## src/sv/obdr_pkg.sv

```systemverilog
// ----------------------------------------------------------------------------
// obdr_pkg
// Shared types and constants of the diagnostic request and answer reassembly
// unit.
// ----------------------------------------------------------------------------
package obdr_pkg;

    // register indexes on the configuration port
    localparam logic [1:0] REG_REQUEST_ID      = 2'd0;
    localparam logic [1:0] REG_RESPONSE_ID     = 2'd1;
    localparam logic [1:0] REG_FLOW_CONTROL_ID = 2'd2;
    localparam logic [1:0] REG_SERVICE_CODE    = 2'd3;

    // reset values of the registers
    localparam logic [10:0] REQUEST_ID_RST      = 11'h7DF;
    localparam logic [10:0] RESPONSE_ID_RST     = 11'h7E8;
    localparam logic [10:0] FLOW_CONTROL_ID_RST = 11'h7E0;
    localparam logic [7:0]  SERVICE_CODE_RST    = 8'h01;

    // input word types
    localparam logic REQ_START = 1'b0;
    localparam logic REQ_FRAME = 1'b1;

    // result word kinds
    localparam logic KIND_FRAME = 1'b0;
    localparam logic KIND_CHUNK = 1'b1;

    // protocol control bytes
    localparam logic [3:0] PCI_SINGLE_NIBBLE = 4'h0;
    localparam logic [3:0] PCI_CONSEC_NIBBLE = 4'h2;
    localparam logic [7:0] PCI_FIRST_FRAME   = 8'h10;
    localparam logic [7:0] PCI_FLOW_CONTROL  = 8'h30;

    localparam logic [3:0] MAX_FRAME_BYTES = 4'd8;
    localparam logic [3:0] MAX_PIDS        = 4'd6;

    // result queue depth default (two results per word at most)
    localparam int QUEUE_DEPTH_DEF = 4;

    typedef struct packed {
        logic        req_type;
        logic [10:0] frame_id;
        logic [3:0]  frame_len;
        logic [7:0]  data_b0;
        logic [7:0]  data_b1;
        logic [7:0]  data_b2;
        logic [7:0]  data_b3;
        logic [7:0]  data_b4;
        logic [7:0]  data_b5;
        logic [7:0]  data_b6;
        logic [7:0]  data_b7;
    } obdr_in_t;

    typedef struct packed {
        logic        out_kind;
        logic [10:0] out_id;
        logic [3:0]  out_len;
        logic [7:0]  out_b0;
        logic [7:0]  out_b1;
        logic [7:0]  out_b2;
        logic [7:0]  out_b3;
        logic [7:0]  out_b4;
        logic [7:0]  out_b5;
        logic [7:0]  out_b6;
        logic [7:0]  out_b7;
        logic        last_chunk;
    } obdr_out_t;

    typedef struct packed {
        logic [10:0] request_id;
        logic [10:0] response_id;
        logic [10:0] flow_control_id;
        logic [7:0]  service_code;
    } obdr_cfg_t;

    typedef struct packed {
        logic       awaiting_answer;
        logic       in_multi_frame;
        logic [7:0] total_length;
        logic [7:0] bytes_received;
    } obdr_state_t;

    typedef logic [7:0][7:0] obdr_bytes_t;

    // what one word does: results pushed and the state it leaves
    typedef struct packed {
        logic [1:0]  num_results;
        obdr_out_t   res0;
        obdr_out_t   res1;
        obdr_state_t state_next;
    } obdr_step_t;

    function automatic obdr_out_t make_result(logic kind, logic [10:0] id,
                                              logic [3:0] len, obdr_bytes_t b,
                                              logic last);
        obdr_out_t r;
        r.out_kind   = kind;
        r.out_id     = id;
        r.out_len    = len;
        r.out_b0     = b[0];
        r.out_b1     = b[1];
        r.out_b2     = b[2];
        r.out_b3     = b[3];
        r.out_b4     = b[4];
        r.out_b5     = b[5];
        r.out_b6     = b[6];
        r.out_b7     = b[7];
        r.last_chunk = last;
        return r;
    endfunction

endpackage

```

## src/sv/obdr_frame_decode.sv

```systemverilog
// ----------------------------------------------------------------------------
// obdr_frame_decode
// Classifies one registered word against the answer state and forms its
// results and the next state.
// ----------------------------------------------------------------------------
module obdr_frame_decode
    import obdr_pkg::*;
(
    input  obdr_in_t    item,
    input  obdr_state_t state,
    input  obdr_cfg_t   cfg,
    output obdr_step_t  step
);

    // bytes d[off+i] for i < n, zero elsewhere
    function automatic obdr_bytes_t pick_bytes(obdr_bytes_t d, logic [1:0] off,
                                               logic [3:0] n);
        obdr_bytes_t r;
        logic [3:0]  idx;
        for (int i = 0; i < 8; i++)
        begin
            idx = 4'(i) + {2'b00, off};
            r[i] = ((4'(i) < n) && (idx < MAX_FRAME_BYTES)) ? d[idx[2:0]] : 8'h00;
        end
        return r;
    endfunction

    obdr_bytes_t d;
    obdr_bytes_t req_buf;
    obdr_bytes_t fc_buf;
    logic [3:0]  flen;
    logic [3:0]  pid_cnt;
    logic [3:0]  avail1;
    logic [3:0]  avail2;
    logic [7:0]  pci;
    logic [3:0]  n_single;
    logic [3:0]  n_first;
    logic [7:0]  remaining;
    logic [3:0]  n_consec;
    logic [7:0]  br_consec;
    logic        first_done;
    logic        consec_done;

    always_comb
    begin
        d = {item.data_b7, item.data_b6, item.data_b5, item.data_b4,
             item.data_b3, item.data_b2, item.data_b1, item.data_b0};
        pci  = item.data_b0;
        flen = (item.frame_len > MAX_FRAME_BYTES) ? MAX_FRAME_BYTES : item.frame_len;
        avail1 = (flen > 4'd0) ? flen - 4'd1 : 4'd0;
        avail2 = (flen > 4'd2) ? flen - 4'd2 : 4'd0;

        // request frame
        pid_cnt = (item.frame_len > MAX_PIDS) ? MAX_PIDS : item.frame_len;
        req_buf = '0;
        req_buf[0] = {4'h0, pid_cnt} + 8'd1;
        req_buf[1] = cfg.service_code;
        for (int i = 0; i < 6; i++)
        begin
            req_buf[i + 2] = (4'(i) < pid_cnt) ? d[i] : 8'h00;
        end

        fc_buf = '0;
        fc_buf[0] = PCI_FLOW_CONTROL;

        n_single = (pci[3:0] < avail1) ? pci[3:0] : avail1;

        // avail2 never exceeds six
        n_first    = ({4'h0, avail2} < item.data_b1) ? avail2 : item.data_b1[3:0];
        first_done = ({4'h0, n_first} >= item.data_b1);

        remaining   = state.total_length - state.bytes_received;
        n_consec    = ({4'h0, avail1} < remaining) ? avail1 : remaining[3:0];
        br_consec   = state.bytes_received + {4'h0, n_consec};
        consec_done = (br_consec >= state.total_length);
    end

    always_comb
    begin
        step.num_results = 2'd0;
        step.res0        = '0;
        step.res1        = '0;
        step.state_next  = state;

        if (item.req_type == REQ_START)
        begin
            step.num_results = 2'd1;
            step.res0 = make_result(KIND_FRAME, cfg.request_id, pid_cnt + 4'd2,
                                    req_buf, 1'b0);
            step.state_next.awaiting_answer = 1'b1;
            step.state_next.in_multi_frame  = 1'b0;
            step.state_next.total_length    = 8'h00;
            step.state_next.bytes_received  = 8'h00;
        end
        else if (state.awaiting_answer && (item.frame_id == cfg.response_id))
        begin
            if (pci[7:4] == PCI_SINGLE_NIBBLE)
            begin
                step.num_results = 2'd1;
                step.res0 = make_result(KIND_CHUNK, 11'h000, n_single,
                                        pick_bytes(d, 2'd1, n_single), 1'b1);
                step.state_next.awaiting_answer = 1'b0;
                step.state_next.in_multi_frame  = 1'b0;
            end
            else if (pci == PCI_FIRST_FRAME)
            begin
                step.num_results = 2'd2;
                step.res0 = make_result(KIND_CHUNK, 11'h000, n_first,
                                        pick_bytes(d, 2'd2, n_first), first_done);
                step.res1 = make_result(KIND_FRAME, cfg.flow_control_id, 4'd1,
                                        fc_buf, 1'b0);
                step.state_next.total_length   = item.data_b1;
                step.state_next.bytes_received = {4'h0, n_first};
                step.state_next.in_multi_frame = !first_done;
                if (first_done)
                begin
                    step.state_next.awaiting_answer = 1'b0;
                end
            end
            else if ((pci[7:4] == PCI_CONSEC_NIBBLE) && state.in_multi_frame)
            begin
                step.num_results = 2'd1;
                step.res0 = make_result(KIND_CHUNK, 11'h000, n_consec,
                                        pick_bytes(d, 2'd1, n_consec), consec_done);
                step.state_next.bytes_received = br_consec;
                if (consec_done)
                begin
                    step.state_next.awaiting_answer = 1'b0;
                    step.state_next.in_multi_frame  = 1'b0;
                end
            end
        end
    end

endmodule

```

## src/sv/obdr_result_queue.sv

```systemverilog
// ----------------------------------------------------------------------------
// obdr_result_queue
// Small result queue: takes up to two words per cycle, gives one per cycle while out_ready is high.
// ----------------------------------------------------------------------------
module obdr_result_queue
    import obdr_pkg::*;
#(
    parameter int DEPTH = QUEUE_DEPTH_DEF
)
(
    input  logic       clk,
    input  logic       rst_n,
    input  logic [1:0] push_num,
    input  obdr_out_t  push0,
    input  obdr_out_t  push1,
    output logic       room_for_two,
    output logic       out_valid,
    input  logic       out_ready,
    output obdr_out_t  out_data
);

    localparam int PTR_W = $clog2(DEPTH);
    localparam int CNT_W = $clog2(DEPTH + 1);
    localparam logic [PTR_W-1:0] LAST_PTR = PTR_W'(DEPTH - 1);

    function automatic logic [PTR_W-1:0] ptr_inc(logic [PTR_W-1:0] p);
        return (p == LAST_PTR) ? '0 : p + PTR_W'(1);
    endfunction

    obdr_out_t        entry_reg [DEPTH];
    logic [PTR_W-1:0] rd_ptr_reg, rd_ptr_next;
    logic [PTR_W-1:0] wr_ptr_reg, wr_ptr_next;
    logic [CNT_W-1:0] count_reg, count_next;
    logic [PTR_W-1:0] wr_ptr_plus1;
    logic             pop;

    assign wr_ptr_plus1 = ptr_inc(wr_ptr_reg);
    assign out_valid    = (count_reg != '0);
    assign out_data     = entry_reg[rd_ptr_reg];
    assign pop          = out_valid && out_ready;
    assign room_for_two = (count_reg <= CNT_W'(DEPTH - 2));

    always_comb
    begin
        rd_ptr_next = pop ? ptr_inc(rd_ptr_reg) : rd_ptr_reg;
        case (push_num)
            2'd1:    wr_ptr_next = wr_ptr_plus1;
            2'd2:    wr_ptr_next = ptr_inc(wr_ptr_plus1);
            default: wr_ptr_next = wr_ptr_reg;
        endcase
        count_next = count_reg + CNT_W'(push_num) - CNT_W'(pop);
    end

    always_ff @(posedge clk or negedge rst_n)
    begin
        if (!rst_n)
        begin
            rd_ptr_reg <= '0;
            wr_ptr_reg <= '0;
            count_reg  <= '0;
        end
        else
        begin
            rd_ptr_reg <= rd_ptr_next;
            wr_ptr_reg <= wr_ptr_next;
            count_reg  <= count_next;
        end
    end

    always_ff @(posedge clk)
    begin
        if (push_num != 2'd0)
        begin
            entry_reg[wr_ptr_reg] <= push0;
        end
        if (push_num == 2'd2)
        begin
            entry_reg[wr_ptr_plus1] <= push1;
        end
    end

endmodule

```

## src/sv/obd_request_isotp_reassembly_unit.sv

```systemverilog
// ----------------------------------------------------------------------------
// obd_request_isotp_reassembly_unit
// Sends diagnostic requests and reassembles the segmented answer frames into
// a stream of payload chunks, with the flow-control frame after a first frame.
// ----------------------------------------------------------------------------
// path: input register, decode, then a result queue of four words by default;
// a result word is offered by the queue once its input word has been decoded
// throughput: one input word per cycle while the queue has room for two results;
//   a first frame gives two result words, which leave by the single output port
// reset: registers to their defaults, answer state cleared, queue empty
module obd_request_isotp_reassembly_unit
    import obdr_pkg::*;
#(
    parameter int QUEUE_DEPTH = QUEUE_DEPTH_DEF
)
(
    input  logic        clk,
    input  logic        rst_n,
    // input words
    input  logic        in_valid,
    output logic        in_ready,
    input  obdr_in_t    in_data,
    // result words
    output logic        out_valid,
    input  logic        out_ready,
    output obdr_out_t   out_data,
    // configuration writes
    input  logic        cfg_we,
    input  logic [1:0]  cfg_index,
    input  logic [10:0] cfg_data
);

    obdr_cfg_t   cfg_reg;
    obdr_state_t state_reg;
    obdr_in_t    item_reg;
    logic        item_valid_reg;
    obdr_step_t  step;
    logic        room_for_two;
    logic        fire;
    logic [1:0]  push_num;

    // a word is processed once the queue can take both of its possible results
    assign fire     = item_valid_reg && room_for_two;
    assign in_ready = !item_valid_reg || fire;
    assign push_num = fire ? step.num_results : 2'd0;

    // configuration registers
    always_ff @(posedge clk or negedge rst_n)
    begin
        if (!rst_n)
        begin
            cfg_reg.request_id      <= REQUEST_ID_RST;
            cfg_reg.response_id     <= RESPONSE_ID_RST;
            cfg_reg.flow_control_id <= FLOW_CONTROL_ID_RST;
            cfg_reg.service_code    <= SERVICE_CODE_RST;
        end
        else if (cfg_we)
        begin
            case (cfg_index)
                REG_REQUEST_ID:      cfg_reg.request_id      <= cfg_data;
                REG_RESPONSE_ID:     cfg_reg.response_id     <= cfg_data;
                REG_FLOW_CONTROL_ID: cfg_reg.flow_control_id <= cfg_data;
                REG_SERVICE_CODE:    cfg_reg.service_code    <= cfg_data[7:0];
                default:             cfg_reg                 <= cfg_reg;
            endcase
        end
    end

    // input register: holds one word until the decode stage can push its results
    always_ff @(posedge clk or negedge rst_n)
    begin
        if (!rst_n)
        begin
            item_valid_reg <= 1'b0;
        end
        else if (in_valid && in_ready)
        begin
            item_valid_reg <= 1'b1;
        end
        else if (fire)
        begin
            item_valid_reg <= 1'b0;
        end
    end

    always_ff @(posedge clk)
    begin
        if (in_valid && in_ready)
        begin
            item_reg <= in_data;
        end
    end

    // answer state, advanced once per processed word
    always_ff @(posedge clk or negedge rst_n)
    begin
        if (!rst_n)
        begin
            state_reg <= '0;
        end
        else if (fire)
        begin
            state_reg <= step.state_next;
        end
    end

    obdr_frame_decode u_decode (
        .item  (item_reg),
        .state (state_reg),
        .cfg   (cfg_reg),
        .step  (step)
    );

    // queue decouples the output handshake from the decode stage
    obdr_result_queue #(
        .DEPTH (QUEUE_DEPTH)
    ) u_queue (
        .clk          (clk),
        .rst_n        (rst_n),
        .push_num     (push_num),
        .push0        (step.res0),
        .push1        (step.res1),
        .room_for_two (room_for_two),
        .out_valid    (out_valid),
        .out_ready    (out_ready),
        .out_data     (out_data)
    );

endmodule

```

## config.mk

```make
export PLATFORM = sky130hd
export DESIGN_NAME = obd_request_isotp_reassembly_unit
export DESIGN_NICKNAME = d
export VERILOG_FILES = /design/src/sv/obdr_pkg.sv /design/src/sv/obdr_frame_decode.sv /design/src/sv/obdr_result_queue.sv /design/src/sv/obd_request_isotp_reassembly_unit.sv
export SDC_FILE = /design/constraint.sdc
export NUM_CORES = 1
export LEC_CHECK = 0
export BUFFER_PORTS_ARGS = -buffer_cell sky130_fd_sc_hd__clkbuf_2
export CORE_MARGIN = 10
export CORE_UTILIZATION = 40
export DETAILED_ROUTE_END_ITERATION = 10
export PLACE_DENSITY_LB_ADDON = 0.15
export SLEW_MARGIN = 20
export SYNTH_ARGS = -nofsm -noshare
export SYNTH_HDL_FRONTEND = slang
export SYNTH_SLANG_ARGS = --single-unit
```

## constraint.sdc

```tcl
create_clock -name clk -period 6.6 [get_ports clk]
set_input_delay 0.99 -clock clk [delete_from_list [all_inputs] [get_ports clk]]
set_output_delay 0.99 -clock clk [all_outputs]
set_load 0.02 [all_outputs]
```

# After elaboration in Yosys (flattened, before gate mapping)
# Memory sizes are Yosys's and may differ from the RTL's.
# Index checks and enable logic that the tools add are counted.
# classes
muxes,62
order_cmp,36
reduce_logical,22
add_sub_neg,11
eq_ne,18
# ops
operator,n
$mux 83,3
$mux 8,29
$mux 182,1
$mux 80,2
$mux 82,1
$mux 81,1
$lt 3x4->1 const A,10
$lt 1x4->1 const A,8
$lt 2x4->1 const A,8
$mux 4,7
$mux 18,1
$lt 4x8->1,2
$mux 16,1
$mux 2,8
$eq 2x2->1 const B,6
$reduce_and 4->1,3
$eq 11x11->1,1
$add 8x4->8,1
$eq 8x5->1 const B,1
$ge 4x8->1,1
$ge 8x8->1,1
$ne 4x1->1 const B,2
$reduce_and 2->1,4
$sub 8x8->8,1
other kinds (29),46
# totals
n_memories,1
regBits,147
inputBits,98
elab_cells,173
out_inout_bits,83
mem_bits_rw,324
# mem_list
name,depth,width,rd,rd_ports_with_merged_regs,write_ports,line,rtl
u_queue.entry_reg,4,81,1,0,2,obdr_result_queue.sv:30,obdr_out_t entry_reg [DEPTH];

# Depth between registers and ports, before layout
# logic_depth
word_depth,18
mapped_depth,27
ltp_nobuf,25

# Modules after synthesis
# A second synthesis with hierarchy kept.
# unflattened
cells_unflattened,1671
area_unflattened_um2,25394.4
# by_module_without_submodules
mod,area_per_inst_um2,seq_area_each_um2,cells_per_inst,n_inst
obdr_result_queue,16275.6,9904.5,839,1
obd_request_isotp_reassembly_unit,4830.9,3933.8,213,1
obdr_frame_decode,4287.9,0.0,619,1

# Worst setup path after synthesis
# No wires, ideal clock.
# synth_path
path_type,register to register
start,register item_reg[67] (netlist bit)
end,register state_reg[17] (netlist bit)
path_stages_with_launch,28
slack_ns,1.418
path_buffers,2
arrival_time_ns,5.044
setup_ns,0.138
t_required_ns,6.462
synth_period_minus_slack_ns,5.182
cell_sequence,edfxtp_1 clkbuf_1 nand2b_1 ha_1 and2_0 o31a_2 buf_6 inv_2 ha_1 nor2_1 o21a_1 a2111oi_4 nand2_4 mux2i_1 ha_1 inv_1 fa_1 nor2b_1 o21ai_0 nand2b_1 and3_1 xnor2_1 ha_1 nand3_1 o21ai_0 a31oi_1 o41ai_1 o21ai_0
# synth_via
elab_chain_len,10
elab_cells_between_ends,18
cone_classes,add/sub (3); order compare (7); eq/ne (2); mux (5); reduce/logical (1)
# synth_rtl
element,line,rtl
start: declaration,obd_request_isotp_reassembly_unit.sv:35,obdr_in_t item_reg;
start signal: assignment,obd_request_isotp_reassembly_unit.sv:90,item_reg <= in_data;
$gt 4x4->1,obdr_frame_decode.sv:49,flen = (item.frame_len > MAX_FRAME_BYTES) ? MAX_FRAME_BYTES : item.frame_len;
$mux 4 (*),obdr_frame_decode.sv:49,
$sub 4x1->4 / $gt 4x1->1 (equally long branches),obdr_frame_decode.sv:50,avail1 = (flen > 4'd0) ? flen - 4'd1 : 4'd0;
$mux 4,obdr_frame_decode.sv:50,
$lt 4x8->1,obdr_frame_decode.sv:73,"n_consec = ({4'h0, avail1} < remaining) ? avail1 : remaining[3:0];"
$mux 4,obdr_frame_decode.sv:73,
$add 8x4->8,obdr_frame_decode.sv:74,"br_consec = state.bytes_received + {4'h0, n_consec};"
$ge 8x8->1,obdr_frame_decode.sv:75,consec_done = (br_consec >= state.total_length);
$ne 4x1->1 (no line),--,
$reduce_and 5->1 (no line) (*),--,
end signal: assignment,obd_request_isotp_reassembly_unit.sv:103,state_reg <= step.state_next;
end: declaration,obd_request_isotp_reassembly_unit.sv:34,obdr_state_t state_reg;
# Every way passes the cells marked *; elsewhere a longest branch is shown, timed or not.
# A chain may end at the register's enable or synchronous reset.

# Worst setup path after layout
# layout_path
start,register state_reg[8] (netlist bit)
end,register state_reg[17] (netlist bit)
# layout_via
elab_chain_len,7
# layout_rtl
element,line,rtl
$sub 8x8->8,obdr_frame_decode.sv:72,remaining = state.total_length - state.bytes_received;
$lt 4x8->1,obdr_frame_decode.sv:73,
$mux 4,obdr_frame_decode.sv:73,
$add 8x4->8,obdr_frame_decode.sv:74,
$ge 8x8->1 (*),obdr_frame_decode.sv:75,
$ne 4x1->1 (no line) (*),--,
$reduce_and 5->1 (no line) (*),--,
# Marked as above.

==> flow_results.org <==
** Outcome
- The flow ran to the end, and the final reports show no timing, DRC or antenna violations.

** Synthesis
- A synthesized cell averages 10.47 um^2.
- Arithmetic-cell share of the synthesized area counting full adders, half adders and majority gates :: 3.029%
- After synthesis, the share of flip-flops with an asynchronous set or reset is 14.23%.
- Cell count after synthesis :: 2202
- Number of synthesized flops with an enable pin :: 136
- Ranked by instance count, the synthesized netlist is headed by nand2_1 (277), dfxtp_1 (268), o21ai_0 (219).
- The number of nets in the synthesized netlist is 2354.
- Yosys printed 0 warnings.
- The share of synthesized area in the top cell type comes to 23.28%.
- Summing the areas of all xor and xnor instances in the mapped netlist gives 0.8359% of the synthesized area.
- Leading cell type by number of instances after synthesis :: nand2_1
- Summing every instance area after synthesis gives 23050 um^2.
- After synthesis, the share of cell area in mux cells is 10.32%.
- For this run, the leading register cell type out of synthesis is dfxtp_1.
- Most area-consuming cells after synthesis :: dfxtp_1 (23%), edfxtp_1 (18%), mux4_2 (7.9%), o21ai_0 (4.8%), dfrtp_1 (4.7%)
- Largest family of logic cells by synthesized area :: compound AO/OA/AOI/OAI gates
- Post-synthesis sequential area ratio :: 48.40%
- The synthesized design spends more area on one cell type than any other, namely dfxtp_1.
- Flops & latches, synth :: 471
- Synth cell types :: 97
- Of the total synthesized cell area, the portion taken by AND, OR, NAND and NOR gates is 11.24%.
- Complex-gate fraction of the synthesized area :: 22.53%

** Routing
- Initial DRC count :: 1997
- Once detail routing completed, the nets flagged for antenna violations numbered 0.
- In the routed design, unresolved DRC markers number 0.
- Dividing the detail-routed via count by the number of cells gives 6.130.
- In the final routed layout, each cell accounts on average for 25.73 um.
- Overall via count from detail_route :: 19160
- Number of detailed-routing iterations run before antenna repair :: 6
- Detailed-route wire length :: 80440 um

** Critical path
- Register-to-register setup slack :: 670 ps
- In this run the critical register-to-register path is launched from state_reg[8]$_DFFE_PN0P_.
- Critical path startpoint :: state_reg[8]$_DFFE_PN0P_
- Critical Path Sink :: state_reg[17]$_DFFE_PN0P_
- By startpoint and endpoint, the worst setup path is classified as flop to flop.
- Element type at the critical path end :: flop
- On the critical path, the stage with the largest delay is an instance of a2111oi_4.
- Cell count of the worst reg-to-reg path :: 25
- On the critical path the largest part of the delay comes from compound AO/OA/AOI/OAI gates.
- Of all nets on the critical path, the largest fanout is 9.
- CP Depth :: 25
- In this run the critical register-to-register path is captured at state_reg[17]$_DFFE_PN0P_.
- Counting both buffers and inverters, the worst setup path holds a total of 3.
- Required time of the worst setup path :: 7060 ps
- STA classifies the critical path startpoint as a flop.
- In this design, the stage delay of the slowest critical-path cell is 630 ps.
- Arr. time, crit path :: 6380 ps

** Layout
- The register with the most flip-flops in the layout has 324 of them.
- Layout cell share with drive strength beyond 1 :: 21.65%
- N_diodes :: 0
- Count of placed standard cells in the final layout, fillers left out :: 3126
- Layout filler cell count :: 5299
- The net count of the finished layout is 2478.
- Syn-to-layout area delta :: 14.82%

** STA
- Final setup TNS :: 0 ps
- Setup skew after layout :: 32.86 ps
- Setup violations remaining at the end of the flow were counted as 0.
- Final setup margin :: 671.6 ps
- Unrepaired setup endpoints after global routing :: no
- Hold Vio Cnt, Final :: 0
- Worst Max-Slew Pin Slew :: 1214 ps
- Worst hold margin :: 448.3 ps
- Timing would allow up to 0.1687 GHz.
- Max-Slew Margin vs Limit :: 18.22%
- The worst path uses 89.82% of the clock period.
- The routed design could run at a clock period as short as 5928 ps.
- The final count of pins violating max slew is 0.

** Die
- Chip width :: 260.1 um
- 181 I/O pins were placed.
- In this run the vertical extent of the chip is 260.1 um.
- In this run the standard cell core region covers 56710 um^2.
- Area of the die :: 67630 um^2
- Site Rows :: 87
- Effective utilization at floorplan :: 40.64%

** Pwr
- Static leakage :: 9.871 nW
- IR analysis of the VDD net gives a maximum drop of 0.0002303 V.
- Total power per unit cell area :: 426.2 nW/um^2

** Job
- Total of max-cap violations :: 0

** Global routing
- After global routing the overflow that remains totals 0.
- Antenna violations before repair :: 2
- The number of global-route vias before repair was 18730.
- Maximum number of pins on one net before global-route repair :: 69
- Wire length of the first global-routing pass :: 120700 um
- In the global route stage, overall resource usage came out at 23.16%.

** Place
- Weighted congestion reported at the end of routability-driven placement :: 0.9423
- Before CTS, the worst setup slack after placement is 791.3 ps.
- Post-DP HPWL :: 56240 um
- Port buffering added 180 buffers.
- Cells after DPL :: 3028

** Clocking
- Post-CTS repair changed the size of 0 cells.
- The tree built by TritonCTS fans out to 471 sinks.
- In this run, post-CTS hold repair placed 0 buffers.
- Number of setup buffers added after CTS :: 0
- The number of clock buffers added by TritonCTS is 52.
- H-Tree Level Count :: 2
- Clock insertion delay at the later pin of the skew report :: 620 ps
- Worst-case clock buffer depth :: 3
- Master cell of the clock root buffer :: clkbuf_16
- TritonCTS built the clock tree.
- Clock transition time at the flip-flop clock pins of the worst setup and hold paths :: 60 ps

** Min path
- Type of the tightest min-delay check :: flop to flop
how the worst min path moves through the flow:
stage,startpoint,endpoint,slack (ps),cells past startpoint
finish,u_queue.entry_reg[0][68]$_SDFFE_PP0P_,u_queue.entry_reg[0][68]$_SDFFE_PP0P_,450,2
global route,u_queue.entry_reg[3][45]$_SDFFE_PP0P_,u_queue.entry_reg[3][45]$_SDFFE_PP0P_,460,2
CTS,u_queue.entry_reg[1][43]$_SDFFE_PP0P_,u_queue.entry_reg[1][43]$_SDFFE_PP0P_,450,2
detailed placement,u_queue.entry_reg[1][43]$_SDFFE_PP0P_,u_queue.entry_reg[1][43]$_SDFFE_PP0P_,440,2
global placement,u_queue.entry_reg[1][45]$_SDFFE_PP0P_,u_queue.entry_reg[1][45]$_SDFFE_PP0P_,430,2
floorplan,u_queue.entry_reg[1][41]$_SDFFE_PP0P_,u_queue.entry_reg[1][41]$_SDFFE_PP0P_,420,2
final cells by class:
cell class	count	area (um^2)	area share (%)
clock inverter	24	302.8	1.144
tap	756	945.9	3.574
sequential	471	11160	42.18
multi-input combinational	1526	11150	42.11
inverter	60	225.2	0.8509
timing repair buffer	215	1176	4.444
clock buffer	74	1508	5.697
cell usage in the layout (no fill, tap or decap), types with 55 or more instances in the layout:
cell	count
clkbuf_2	179
nor2_1	139
inv_1	59
a22o_1	104
edfxtp_1	136
clkbuf_16	55
dfxtp_1	268
mux4_2	81
a21oi_1	88
nand2_1	276
o21ai_0	219
per-layer routing:
metal,track usage (%),wire (um),vias up
met4,8.041,2744,2
li1,-,-,8557
met3,4.794,7098,148
met5,0,13,-
met2,35.33,36210,874
met1,32.10,34370,9582
cell families (layout without fill, tap and decap cells):
group / after synthesis / count (layout)
AOI/OAI and AO/OA: 738 / 738
and+or+nand+nor: 581 / 581
DFF: 471 / 471
buffers and inverters: 205 / 373
muxes: 131 / 131
adders and majority gates: 54 / 54
xor gates and xnor gates: 22 / 22
stage by stage:
stage | instance area, um^2 | total power [mW] | utilization, %
2_1_floorplan | 23050 | 6.912 | -
3_3_place_gp | 24630 | 8.156 | 43.43
3_5_place_dp | 24630 | 8.258 | 43.44
4_1_cts | 26440 | 11.32 | 46.63
5_1_grt | 26470 | 11.84 | 46.67
6_report | 26470 | 11.28 | 46.67
where the power goes:
part           switching (mW)  internal [mW]
clock                    1.26           1.80
sequential              0.762           3.85
combinational            2.08           1.53
total                    4.10           7.18
worst register-to-register path, delay by kind of cell (launching register included):
family | cells | cell delay (ps)
AOI/OAI and AO/OA | 8 | 1860
xor gates and xnor gates | 2 | 610
adders and majority gates | 6 | 1750
buffers and inverters | 3 | 190
DFF | 1 | 400
muxes | 1 | 260
and+or+nand+nor | 5 | 700
(Power assumes the default switching activity.)
